File: src/rtl/sls_pkg.sv
// ----------------------------------------------------------------------------
// sls_pkg: shared types and constants for the script lexer stream
// Token kinds, scan modes, payload structs and the keyword match function.
// ----------------------------------------------------------------------------
package sls_pkg;

  localparam int SOURCE_BYTES_DEF  = 65536;
  localparam int KEYWORD_CHARS_DEF = 6;
  localparam int QUEUE_DEPTH       = 4;

  localparam logic [5:0] K_LPAREN   = 6'd0;
  localparam logic [5:0] K_RPAREN   = 6'd1;
  localparam logic [5:0] K_LBRACE   = 6'd2;
  localparam logic [5:0] K_RBRACE   = 6'd3;
  localparam logic [5:0] K_LBRACK   = 6'd4;
  localparam logic [5:0] K_RBRACK   = 6'd5;
  localparam logic [5:0] K_COMMA    = 6'd6;
  localparam logic [5:0] K_DOT      = 6'd7;
  localparam logic [5:0] K_SEMI     = 6'd8;
  localparam logic [5:0] K_COLON    = 6'd9;
  localparam logic [5:0] K_BANG     = 6'd10;
  localparam logic [5:0] K_EQ       = 6'd12;
  localparam logic [5:0] K_LT       = 6'd14;
  localparam logic [5:0] K_GT       = 6'd16;
  localparam logic [5:0] K_PLUS     = 6'd18;
  localparam logic [5:0] K_STAR     = 6'd20;
  localparam logic [5:0] K_MINUS    = 6'd22;
  localparam logic [5:0] K_MINUS_EQ = 6'd23;
  localparam logic [5:0] K_ARROW    = 6'd24;
  localparam logic [5:0] K_SLASH    = 6'd25;
  localparam logic [5:0] K_SLASH_EQ = 6'd26;
  localparam logic [5:0] K_IDENT    = 6'd27;
  localparam logic [5:0] K_STRING   = 6'd28;
  localparam logic [5:0] K_INT      = 6'd29;
  localparam logic [5:0] K_FLOAT    = 6'd30;
  localparam logic [5:0] K_KW_BASE  = 6'd31;
  localparam logic [5:0] K_EOF      = 6'd50;
  localparam logic [5:0] K_ERR_CHAR = 6'd51;
  localparam logic [5:0] K_ERR_STR  = 6'd52;

  localparam logic [30:0] INT_MAX31 = 31'h7FFF_FFFF;
  localparam logic [30:0] ACC_LIMIT = 31'd214748364;

  localparam logic [0:0] CMD_BYTE = 1'b0;
  localparam logic [0:0] CMD_END  = 1'b1;

  typedef enum logic [14:0] {
    M_IDLE    = 15'h0001,
    M_BANG    = 15'h0002,
    M_EQ      = 15'h0004,
    M_LT      = 15'h0008,
    M_GT      = 15'h0010,
    M_PLUS    = 15'h0020,
    M_STAR    = 15'h0040,
    M_MINUS   = 15'h0080,
    M_SLASH   = 15'h0100,
    M_COMMENT = 15'h0200,
    M_STRING  = 15'h0400,
    M_IDENT   = 15'h0800,
    M_INT     = 15'h1000,
    M_INT_DOT = 15'h2000,
    M_FRAC    = 15'h4000
  } scan_mode_t;

  typedef struct packed {
    logic [0:0] cmd;
    logic [7:0] ch;
  } in_item_t;

  typedef struct packed {
    logic [5:0]  kind;
    logic [15:0] tok_start;
    logic [15:0] tok_end;
    logic [30:0] int_value;
    logic [15:0] error_count;
    logic [0:0]  last;
  } out_item_t;

  // Up to three results per input, handed from the front to the queue
  typedef struct packed {
    logic [1:0] count;
    out_item_t  r0;
    out_item_t  r1;
    out_item_t  r2;
  } burst_t;

  function automatic out_item_t mk(input logic [5:0] k, input logic [15:0] s,
                                   input logic [15:0] e, input logic [30:0] v,
                                   input logic [15:0] err);
    out_item_t r;
    r.kind = k; r.tok_start = s; r.tok_end = e; r.int_value = v;
    r.error_count = err; r.last = 1'b0;
    return r;
  endfunction

  function automatic logic [5:0] op_single(input scan_mode_t m);
    logic [5:0] k;
    case (m)
      M_BANG:  k = K_BANG;
      M_EQ:    k = K_EQ;
      M_LT:    k = K_LT;
      M_GT:    k = K_GT;
      M_PLUS:  k = K_PLUS;
      M_STAR:  k = K_STAR;
      M_MINUS: k = K_MINUS;
      M_SLASH: k = K_SLASH;
      default: k = K_LPAREN;
    endcase
    return k;
  endfunction

  function automatic logic is_digit(input logic [7:0] c);
    return c >= "0" && c <= "9";
  endfunction

  function automatic logic is_alpha(input logic [7:0] c);
    return (c >= "a" && c <= "z") || (c >= "A" && c <= "Z") || c == "_";
  endfunction

  // Keyword lookup over the first six buffered characters
  function automatic logic [5:0] word_kind(input logic [47:0] w, input logic [3:0] len);
    logic [5:0] k;
    k = K_IDENT;
    case (len)
      4'd2: begin
        if (w[15:0] == "fi") k = 6'd37;
        else if (w[15:0] == "ro") k = 6'd39;
      end
      4'd3: begin
        case (w[23:0])
          "dna": k = 6'd31;
          "rof": k = 6'd35;
          "nuf": k = 6'd36;
          "lin": k = 6'd38;
          "rav": k = 6'd45;
          "wen": k = 6'd47;
          default: k = K_IDENT;
        endcase
      end
      4'd4: begin
        case (w[31:0])
          "esle": k = 6'd33;
          "siht": k = 6'd43;
          "eurt": k = 6'd44;
          default: k = K_IDENT;
        endcase
      end
      4'd5: begin
        case (w[39:0])
          "ssalc": k = 6'd32;
          "eslaf": k = 6'd34;
          "tnirp": k = 6'd40;
          "repus": k = 6'd42;
          "elihw": k = 6'd46;
          "tsnoc": k = 6'd49;
          default: k = K_IDENT;
        endcase
      end
      4'd6: begin
        if (w == "nruter") k = 6'd41;
        else if (w == "citats") k = 6'd48;
      end
      default: k = K_IDENT;
    endcase
    return k;
  endfunction

endpackage

File: src/rtl/sls_front.sv
// ----------------------------------------------------------------------------
// sls_front: scanner state machine
// Classifies each byte and produces a burst of zero to three tokens.
// ----------------------------------------------------------------------------
module sls_front #(
  parameter int SOURCE_BYTES  = sls_pkg::SOURCE_BYTES_DEF,
  parameter int KEYWORD_CHARS = sls_pkg::KEYWORD_CHARS_DEF
) (
  input  logic              clk,
  input  logic              rst_n,
  input  logic              step,
  input  sls_pkg::in_item_t item,
  output sls_pkg::burst_t   burst
);
  import sls_pkg::*;

  localparam int PW = $clog2(SOURCE_BYTES) + 1;
  localparam int LW = $clog2(KEYWORD_CHARS + 2);

  scan_mode_t       mode_r, mode_nxt;
  logic [PW-1:0]    pos_r, pos_nxt;
  logic [15:0]      org_r, org_nxt;
  logic             quote_r, quote_nxt;
  logic [30:0]      acc_r, acc_nxt;
  logic [7:0]       word_r [KEYWORD_CHARS];
  logic [LW-1:0]    wlen_r, wlen_nxt;
  logic [15:0]      fault_r, fault_nxt;
  logic             wr_en;
  logic [7:0]       wr_ch;
  logic [47:0]      wpack;
  logic [3:0]       wlen4;
  logic [15:0]      p16, p1;
  logic [7:0]       c;
  logic             consumed;
  logic [1:0]       n;
  out_item_t        rs [3];
  logic [3:0]       dig;
  logic [34:0]      acc10;

  function automatic logic [15:0] fault_inc(input logic [15:0] f);
    return (f == 16'hFFFF) ? f : f + 16'd1;
  endfunction

  always_comb begin
    for (int i = 0; i < 6; i++) wpack[i*8 +: 8] = word_r[i];
    wlen4 = (int'(wlen_r) > KEYWORD_CHARS) ? 4'd15 : 4'(wlen_r);
  end

  always_comb begin
    mode_nxt  = mode_r;
    pos_nxt   = pos_r;
    org_nxt   = org_r;
    quote_nxt = quote_r;
    acc_nxt   = acc_r;
    wlen_nxt  = wlen_r;
    fault_nxt = fault_r;
    wr_en     = 1'b0;
    wr_ch     = item.ch;
    c         = item.ch;
    p16       = pos_r[15:0];
    p1        = p16 + 16'd1;
    consumed  = 1'b1;
    n         = 2'd0;
    dig       = 4'(c - "0");
    acc10     = {4'd0, acc_r} * 35'd10 + 35'(dig);
    for (int i = 0; i < 3; i++) rs[i] = '0;

    if (item.cmd == CMD_END) begin
      consumed = 1'b1;
      // flush pending token
      case (mode_r)
        M_BANG, M_EQ, M_LT, M_GT, M_PLUS, M_STAR, M_MINUS, M_SLASH: begin
          rs[n] = mk(op_single(mode_r), org_r, org_r + 16'd1, '0, '0); n = n + 2'd1;
        end
        M_STRING: begin
          fault_nxt = fault_inc(fault_r);
          rs[n] = mk(K_ERR_STR, org_r, p16, '0, '0); n = n + 2'd1;
        end
        M_IDENT: begin rs[n] = mk(word_kind(wpack, wlen4), org_r, p16, '0, '0); n = n + 2'd1; end
        M_INT:   begin rs[n] = mk(K_INT, org_r, p16, acc_r, '0); n = n + 2'd1; end
        M_INT_DOT: begin
          rs[0] = mk(K_INT, org_r, p16 - 16'd1, acc_r, '0);
          rs[1] = mk(K_DOT, p16 - 16'd1, p16, '0, '0); n = 2'd2;
        end
        M_FRAC: begin rs[n] = mk(K_FLOAT, org_r, p16, '0, '0); n = n + 2'd1; end
        default: ;
      endcase
      rs[n] = mk(K_EOF, p16, p16, '0, fault_nxt); n = n + 2'd1;
      mode_nxt = M_IDLE; pos_nxt = '0; org_nxt = '0; quote_nxt = 1'b0;
      acc_nxt = '0; wlen_nxt = '0; fault_nxt = '0;
    end else if (pos_r < PW'(SOURCE_BYTES)) begin
      case (mode_r)
        M_BANG, M_EQ, M_LT, M_GT, M_PLUS, M_STAR: begin
          if (c == "=") begin
            rs[0] = mk(op_single(mode_r) + 6'd1, org_r, p1, '0, '0); n = 2'd1;
            mode_nxt = M_IDLE;
          end else consumed = 1'b0;
        end
        M_MINUS: begin
          if (c == ">" || c == "=") begin
            rs[0] = mk((c == ">") ? K_ARROW : K_MINUS_EQ, org_r, p1, '0, '0); n = 2'd1;
            mode_nxt = M_IDLE;
          end else consumed = 1'b0;
        end
        M_SLASH: begin
          if (c == "/") mode_nxt = M_COMMENT;
          else if (c == "=") begin
            rs[0] = mk(K_SLASH_EQ, org_r, p1, '0, '0); n = 2'd1;
            mode_nxt = M_IDLE;
          end else consumed = 1'b0;
        end
        M_COMMENT: if (c == 8'h0A) mode_nxt = M_IDLE;
        M_STRING: begin
          if (c == (quote_r ? 8'h27 : 8'h22)) begin
            rs[0] = mk(K_STRING, org_r, p1, '0, '0); n = 2'd1;
            mode_nxt = M_IDLE;
          end
        end
        M_IDENT: begin
          if (is_alpha(c) || is_digit(c)) begin
            wr_en = int'(wlen_r) < KEYWORD_CHARS;
            if (int'(wlen_r) <= KEYWORD_CHARS) wlen_nxt = wlen_r + LW'(1);
          end else consumed = 1'b0;
        end
        M_INT: begin
          if (is_digit(c)) begin
            if (acc_r > ACC_LIMIT || acc10 > 35'(INT_MAX31)) acc_nxt = INT_MAX31;
            else acc_nxt = acc10[30:0];
          end else if (c == ".") mode_nxt = M_INT_DOT;
          else consumed = 1'b0;
        end
        M_INT_DOT: if (is_digit(c)) mode_nxt = M_FRAC; else consumed = 1'b0;
        M_FRAC:    if (!is_digit(c)) consumed = 1'b0;
        default:   consumed = 1'b0;
      endcase

      if (!consumed) begin
        mode_nxt = M_IDLE;
        case (mode_r)
          M_BANG, M_EQ, M_LT, M_GT, M_PLUS, M_STAR, M_MINUS, M_SLASH: begin
            rs[n] = mk(op_single(mode_r), org_r, org_r + 16'd1, '0, '0); n = n + 2'd1;
          end
          M_IDENT: begin
            rs[n] = mk(word_kind(wpack, wlen4), org_r, p16, '0, '0); n = n + 2'd1;
          end
          M_INT: begin rs[n] = mk(K_INT, org_r, p16, acc_r, '0); n = n + 2'd1; end
          M_INT_DOT: begin
            rs[0] = mk(K_INT, org_r, p16 - 16'd1, acc_r, '0);
            rs[1] = mk(K_DOT, p16 - 16'd1, p16, '0, '0); n = 2'd2;
          end
          M_FRAC: begin rs[n] = mk(K_FLOAT, org_r, p16, '0, '0); n = n + 2'd1; end
          default: ;
        endcase
        // start a new token at this byte
        org_nxt = p16;
        case (c)
          "(": begin rs[n] = mk(K_LPAREN, p16, p1, '0, '0); n = n + 2'd1; end
          ")": begin rs[n] = mk(K_RPAREN, p16, p1, '0, '0); n = n + 2'd1; end
          "{": begin rs[n] = mk(K_LBRACE, p16, p1, '0, '0); n = n + 2'd1; end
          "}": begin rs[n] = mk(K_RBRACE, p16, p1, '0, '0); n = n + 2'd1; end
          "[": begin rs[n] = mk(K_LBRACK, p16, p1, '0, '0); n = n + 2'd1; end
          "]": begin rs[n] = mk(K_RBRACK, p16, p1, '0, '0); n = n + 2'd1; end
          ",": begin rs[n] = mk(K_COMMA, p16, p1, '0, '0); n = n + 2'd1; end
          ".": begin rs[n] = mk(K_DOT, p16, p1, '0, '0); n = n + 2'd1; end
          ";": begin rs[n] = mk(K_SEMI, p16, p1, '0, '0); n = n + 2'd1; end
          ":": begin rs[n] = mk(K_COLON, p16, p1, '0, '0); n = n + 2'd1; end
          "!": mode_nxt = M_BANG;
          "=": mode_nxt = M_EQ;
          "<": mode_nxt = M_LT;
          ">": mode_nxt = M_GT;
          "+": mode_nxt = M_PLUS;
          "*": mode_nxt = M_STAR;
          "-": mode_nxt = M_MINUS;
          "/": mode_nxt = M_SLASH;
          8'h20, 8'h0D, 8'h09, 8'h0A: ;
          8'h22: begin mode_nxt = M_STRING; quote_nxt = 1'b0; end
          8'h27: begin mode_nxt = M_STRING; quote_nxt = 1'b1; end
          default: begin
            if (is_digit(c)) begin
              mode_nxt = M_INT;
              acc_nxt = 31'(dig);
            end else if (is_alpha(c)) begin
              mode_nxt = M_IDENT;
              wr_en = 1'b1;
              wlen_nxt = LW'(1);
            end else begin
              fault_nxt = fault_inc(fault_r);
              rs[n] = mk(K_ERR_CHAR, p16, p1, '0, '0); n = n + 2'd1;
            end
          end
        endcase
      end
      pos_nxt = pos_r + PW'(1);
    end

    if (n != 2'd0) rs[n - 2'd1].last = 1'b1;
    burst.count = step ? n : 2'd0;
    burst.r0 = rs[0];
    burst.r1 = rs[1];
    burst.r2 = rs[2];
  end

  always_ff @(posedge clk) begin
    if (!rst_n) begin
      mode_r  <= M_IDLE;
      pos_r   <= '0;
      org_r   <= '0;
      quote_r <= 1'b0;
      acc_r   <= '0;
      wlen_r  <= '0;
      fault_r <= '0;
    end else if (step) begin
      mode_r  <= mode_nxt;
      pos_r   <= pos_nxt;
      org_r   <= org_nxt;
      quote_r <= quote_nxt;
      acc_r   <= acc_nxt;
      wlen_r  <= wlen_nxt;
      fault_r <= fault_nxt;
    end
  end

  // Keyword buffer: write the new character at the current length, or at index 0 for a new word
  always_ff @(posedge clk) begin
    if (step && wr_en) begin
      if (mode_r == M_IDENT && consumed) word_r[wlen_r[$clog2(KEYWORD_CHARS)-1:0]] <= wr_ch;
      else word_r[0] <= wr_ch;
    end
  end

endmodule

File: src/rtl/sls_queue.sv
// ----------------------------------------------------------------------------
// sls_queue: token queue and output register
// Takes bursts of up to three tokens and hands them out one per cycle while out_ready is high.
// ----------------------------------------------------------------------------
module sls_queue #(
  parameter int DEPTH = sls_pkg::QUEUE_DEPTH
) (
  input  logic               clk,
  input  logic               rst_n,
  input  sls_pkg::burst_t    burst,
  output logic               room,
  output logic               out_valid,
  input  logic               out_ready,
  output sls_pkg::out_item_t out_data
);
  import sls_pkg::*;

  localparam int AW = $clog2(DEPTH);

  out_item_t     mem_r [DEPTH];
  logic [AW-1:0] wp_r, rp_r;
  logic [AW:0]   cnt_r, cnt_nxt;
  logic          pop;
  logic [AW-1:0] w1, w2;

  assign out_valid = cnt_r != '0;
  assign out_data  = mem_r[rp_r];
  assign pop       = out_valid && out_ready;
  // need room for a full burst
  assign room      = int'(cnt_r) <= DEPTH - 3;
  assign w1        = wp_r + AW'(1);
  assign w2        = wp_r + AW'(2);
  assign cnt_nxt   = cnt_r + (AW+1)'(burst.count) - (AW+1)'(pop);

  always_ff @(posedge clk) begin
    if (!rst_n) begin
      wp_r  <= '0;
      rp_r  <= '0;
      cnt_r <= '0;
    end else begin
      wp_r  <= wp_r + AW'(burst.count);
      if (pop) rp_r <= rp_r + AW'(1);
      cnt_r <= cnt_nxt;
    end
  end

  always_ff @(posedge clk) begin
    if (burst.count >= 2'd1) mem_r[wp_r] <= burst.r0;
    if (burst.count >= 2'd2) mem_r[w1]   <= burst.r1;
    if (burst.count == 2'd3) mem_r[w2]   <= burst.r2;
  end

endmodule

File: src/rtl/script_lexer_stream.sv
// ----------------------------------------------------------------------------
// script_lexer_stream: streaming tokenizer
// Source bytes in, tokens out, one byte per cycle while in_ready is high.
// ----------------------------------------------------------------------------
// Usage:
//   in_*  : one transaction per source byte (cmd = byte) or end of source
//           (cmd = end). End flushes any pending token and emits EOF with
//           the saturating error count, then the scanner restarts at offset 0.
//   out_* : one transaction per token; last marks the final token caused by
//           one input transaction.
// Throughput: one input byte per cycle while the token queue has room for a
//   full burst of three tokens; tokens drain one per cycle while out_ready is high.
// Token path: a token is written into the queue registers when the byte that
//   ends it is accepted (often the byte following the token), behind any older tokens.
// Reset: rst_n is synchronous; the scanner returns to idle at offset 0 and
//   the queue empties. No clearing pass is needed.
// Stall: when the receiver holds out_ready low the queue fills and in_ready
//   drops; no token is lost or repeated.
// ----------------------------------------------------------------------------
module script_lexer_stream #(
  parameter int SOURCE_BYTES  = sls_pkg::SOURCE_BYTES_DEF,
  parameter int KEYWORD_CHARS = sls_pkg::KEYWORD_CHARS_DEF
) (
  input  logic               clk,
  input  logic               rst_n,
  input  logic               in_valid,
  output logic               in_ready,
  input  sls_pkg::in_item_t  in_data,
  output logic               out_valid,
  input  logic               out_ready,
  output sls_pkg::out_item_t out_data
);
  import sls_pkg::*;

  logic   step;
  burst_t burst;

  // advance the scanner only when the queue can absorb the worst-case burst
  assign step = in_valid && in_ready;

  sls_front #(
    .SOURCE_BYTES (SOURCE_BYTES),
    .KEYWORD_CHARS(KEYWORD_CHARS)
  ) u_front (
    .clk  (clk),
    .rst_n(rst_n),
    .step (step),
    .item (in_data),
    .burst(burst)
  );

  sls_queue #(
    .DEPTH(QUEUE_DEPTH)
  ) u_queue (
    .clk      (clk),
    .rst_n    (rst_n),
    .burst    (burst),
    .room     (in_ready),
    .out_valid(out_valid),
    .out_ready(out_ready),
    .out_data (out_data)
  );

endmodule

File: config.mk
export PLATFORM = sky130hd
export DESIGN_NAME = script_lexer_stream
export DESIGN_NICKNAME = d
export VERILOG_FILES = /design/src/rtl/sls_pkg.sv /design/src/rtl/sls_front.sv /design/src/rtl/sls_queue.sv /design/src/rtl/script_lexer_stream.sv
export SDC_FILE = /design/constraint.sdc
export NUM_CORES = 2
export LEC_CHECK = 0
export BUFFER_PORTS_ARGS = -buffer_cell sky130_fd_sc_hd__buf_2
export CAP_MARGIN = 20
export CELL_PAD_IN_SITES_DETAIL_PLACEMENT = 0
export CELL_PAD_IN_SITES_GLOBAL_PLACEMENT = 1
export CORE_ASPECT_RATIO = 1.5
export CORE_MARGIN = 2
export CORE_UTILIZATION = 50
export CTS_BUF_LIST = sky130_fd_sc_hd__clkbuf_4 sky130_fd_sc_hd__clkbuf_8 sky130_fd_sc_hd__clkbuf_16
export DETAILED_ROUTE_END_ITERATION = 12
export PLACE_DENSITY = 0.82
export SYNTH_ARGS = -nofsm -noshare
export SYNTH_HDL_FRONTEND = slang
export SYNTH_SLANG_ARGS = --single-unit
File: constraint.sdc
create_clock -name clk -period 11.5 [get_ports clk]
set_input_delay 1.15 -clock clk [delete_from_list [all_inputs] [get_ports clk]]
set_output_delay 1.15 -clock clk [all_outputs]
set_load 0.03 [all_outputs]
==> flow_metrics.env <==
export IMPL_outcome="completed"
export IMPL_setup_total_negative_slack_ns=0
export IMPL_root_buf_cell="sky130_fd_sc_hd__clkbuf_16"
export IMPL_post_synthesis_simple_gate_area_fraction=0.215
export IMPL_ys_async_sr_fraction=0
export IMPL_fmaxAchievable_mhz=166
export IMPL_sequential_group_share_of_total_power=0.415
export IMPL_synth_compound_area_share=0.199
export IMPL_worst_slew_margin_rel=0.260
export IMPL_cts_resized=0
export IMPL_io_pins=101
export IMPL_start_util=0.503
export IMPL_route_detailed_wl_per_inst_um=27.9
export IMPL_synth_area_mux_share=0.0611
export IMPL_n_antenna_cell=0
export IMPL_ff_latch_area_um2=13900
export IMPL_cts_path_max_buffers=3
export IMPL_proportion_of_synthesized_chip_area_in_sequential_cells=0.424
export IMPL_globalplace_congestion=1.03
export IMPL_critical_path_class="reg2reg"
export IMPL_vias=29500
export IMPL_dpl_hpwl_um=86800
export IMPL_min_period_ns=6.04
export IMPL_post_route_drc_count=0
export IMPL_cts_tree="built"
export IMPL_worst_endpoint_arrival_ns=6.47
export IMPL_synth_cell_type_count=117
export IMPL_cp_start_kind="register"
export IMPL_postRouteAntennaNets=0
export IMPL_p_int_w=0.00344
export IMPL_total_wirelength_of_the_detailed_routed_design_um=121000
export IMPL_finalSetupViolCount=0
export IMPL_drive_gt1_frac=0.135
export IMPL_gr_ovfl_total=0
export IMPL_ys_dominant_reg_cell="sky130_fd_sc_hd__edfxtp_1"
export IMPL_max_slew_worst_pin_slew_ns=1.10
export IMPL_antenna_found_initial=3
export IMPL_worst_endpoint_required_ns=11.92
export IMPL_period_utilization=0.525
export IMPL_post_cts_repair_setup_buffers=0
export IMPL_hold_viol=0
export IMPL_ys_warnings_count=0
export IMPL_timing_critical_path_fanout_max=55
export IMPL_post_layout_total_power_w=0.00509
export IMPL_max_cap_viol_count=0
export IMPL_grt_max_degree=84
export IMPL_floorplan_die_height_um=318
export IMPL_cts_reportedPaths_clkPinSlew_ns=0.06
export IMPL_min_delay_path_class="reg2reg"
export IMPL_std_cell_rows=115
export IMPL_synthesized_area_fraction_occupied_by_adder_cells=0.0323
export IMPL_synth_edff_count=392
export IMPL_synth_ff_latch_count=500
export IMPL_synth_net_count=3535
export IMPL_clock_sink_count=500
export IMPL_finalMaxSlewViolations=0
export IMPL_number_of_global_route_vias_before_repair=28600
export IMPL_final_nets=3505
export IMPL_rsz0062_at_grt="no"
export IMPL_clockPowerShare=0.336
export IMPL_synth_top_family_by_area="simple AND/OR/NAND/NOR gates"
export IMPL_detail_route_vias_per_cell=6.82
export IMPL_syn2layout_area_growth_pct=8.70
export IMPL_peakVddDrop_v=0.000126
export IMPL_syn_avg_cell_area_um2=9.56
export IMPL_portBuffers=100
export IMPL_die_ar_um2=67900
export IMPL_netlist_area_um2=32900
export IMPL_power_frac_comb=0.249
export IMPL_first_iter_violations=3207
export IMPL_switching_share=0.323
export IMPL_clock_skew_ns=0.0238
export IMPL_total_switching_power_w=0.00164
export IMPL_worstSkewPairLatency_ns=0.64
export IMPL_multiInputGateArea_um2=17700
export IMPL_fillCellCount=5912
export IMPL_design_core_area_um2=65300
export IMPL_timing_critical_path_to_type="register"
export IMPL_power_density_nw_per_um2=142
export IMPL_cts_htree_levels=2
export IMPL_synthCells=3439
export IMPL_cts_hold_fix_buffers=0
export IMPL_firstDrtPassIters=9
export IMPL_synth_xor_area_frac=0.0290
export IMPL_die_width_um=213
export IMPL_grt_pass1_wl_um=180000
export IMPL_p_leak_nw=12.3
export IMPL_cts_inserted_buffers=48
export IMPL_gr_usage_all_layers=0.352
==> worst paths after layout <==
| check | startpoint | endpoint | slack (ns) | cells past startpoint |
|---|---|---|---|---|
| worst max-delay path | u_front.mode_r[12] | u_queue.mem_r[1][82] | 5.46 | 15 |
| worst min-delay path | u_front.pos_r[7] | u_front.pos_r[7] | 0.52 | 2 |
| worst max register to register | u_front.mode_r[12] | u_queue.mem_r[1][82] | 5.46 | 15 |
| worst min register to register | u_front.pos_r[7] | u_front.pos_r[7] | 0.52 | 2 |
==> cells in the final DEF, fill, tap and decap left out, drive strengths merged, types with 25 or more instances in the layout <==
cell,synthesis,routed
nor2,448,448
edfxtp,392,392
nand2,350,350
o21ai,232,232
a21oi,224,224
buf,107,180
nor3,113,113
dfxtp,108,108
nand3,94,94
o221ai,89,89
mux4,86,86
ha,80,80
a22oi,61,61
clkbuf,157,60
xnor2,59,59
and3,53,53
nor2b,52,52
nand4,51,51
a211oi,51,51
xor2,50,50
a221oi,42,42
inv,34,40
and2,36,36
a31oi,35,35
nor4,34,34
nand2b,31,31
or3,25,25
==> registers in the layout, summed over array words and instances, names as in the netlist, 2 cells and up, named ones only <==
register and count:
u_queue.mem_r 344, u_front.word_r 48, u_front.acc_r 31, u_front.pos_r 17, u_front.fault_r 16, u_front.org_r 16, u_front.mode_r 15, u_front.wlen_r 3
u_queue.cnt_r 3, u_queue.rp_r 2, u_queue.wp_r 2
==> cell usage after synthesis (61+ instances only) <==
master | count | share of area
sky130_fd_sc_hd__a21oi_1 | 218 | 0.033
sky130_fd_sc_hd__a22oi_1 | 61 | 0.014
sky130_fd_sc_hd__clkbuf_1 | 157 | 0.018
sky130_fd_sc_hd__dfxtp_1 | 108 | 0.066
sky130_fd_sc_hd__edfxtp_1 | 392 | 0.36
sky130_fd_sc_hd__ha_1 | 80 | 0.030
sky130_fd_sc_hd__mux4_2 | 86 | 0.059
sky130_fd_sc_hd__nand2_1 | 342 | 0.039
sky130_fd_sc_hd__nand3_1 | 93 | 0.014
sky130_fd_sc_hd__nor2_1 | 436 | 0.050
sky130_fd_sc_hd__nor3_1 | 111 | 0.017
sky130_fd_sc_hd__o21ai_0 | 209 | 0.032
sky130_fd_sc_hd__o221ai_1 | 88 | 0.023
==> power groups by stage <==
stage	sequential [W]	clock (W)	combinational (W)
2_1_floorplan	0.00213	0	0.000892
3_3_place_gp	0.00214	0	0.00126
3_5_place_dp	0.00215	0	0.00127
4_1_cts	0.00211	0.00173	0.00127
5_1_grt	0.00212	0.00180	0.00134
6_report	0.00211	0.00171	0.00127
==> cell families after synthesis <==
kind of cell	count (synthesis)
compound gates	948
xor+xnor	109
fa+ha+maj	83
buf+inv	298
flops	500
mux	93
simple gates	1408
==> per-stage QoR <==
stage	setup WS, ns	util	hold WS [ns]	cell area [um^2]	std cells
detailed placement	5.04	0.520	0.502	34000	4233
floorplan	1.19	-	0.488	32900	3439
global route	5.23	0.547	0.554	35700	4326
CTS	5.70	0.547	0.516	35700	4323
finish	5.46	0.547	0.515	35700	4326
global placement	5.17	0.520	0.493	34000	4230
==> worst max-delay path, stage by stage, from the launching register on <==
cell	delay (ns)
sky130_fd_sc_hd__dfxtp_1	0.42
sky130_fd_sc_hd__nor3_1	0.70
sky130_fd_sc_hd__nand4_1	0.49
sky130_fd_sc_hd__or3_1	0.52
sky130_fd_sc_hd__o211a_2	0.22
sky130_fd_sc_hd__o21ai_4	0.07
sky130_fd_sc_hd__buf_4	0.35
sky130_fd_sc_hd__nand2_1	0.43
sky130_fd_sc_hd__nand2_1	0.24
sky130_fd_sc_hd__a31o_2	0.13
sky130_fd_sc_hd__buf_4	0.41
sky130_fd_sc_hd__nand2_2	0.49
sky130_fd_sc_hd__nand2_2	0.23
sky130_fd_sc_hd__buf_4	0.67
sky130_fd_sc_hd__nor2_1	0.12
sky130_fd_sc_hd__a221oi_1	0.29
==> per-layer routing <==
metal / GRT usage / wire, um / up-vias
li1: - / - / 13100
met1: 0.416 / 43500 / 14300
met2: 0.603 / 59700 / 1680
met3: 0.0560 / 9100 / 441
met4: 0.204 / 8140 / 4
met5: 0 / 29 / -
==> area by class of cell <==
cell class                 count  share of cell area
sequential                   500               0.390
inverter                      34             0.00357
timing repair buffer         184              0.0319
multi-input combinational   2641               0.496
clock inverter                33              0.0118
tap                          877              0.0307
clock buffer                  57              0.0362
No activity file was read; power rests on OpenSTA's default activity.
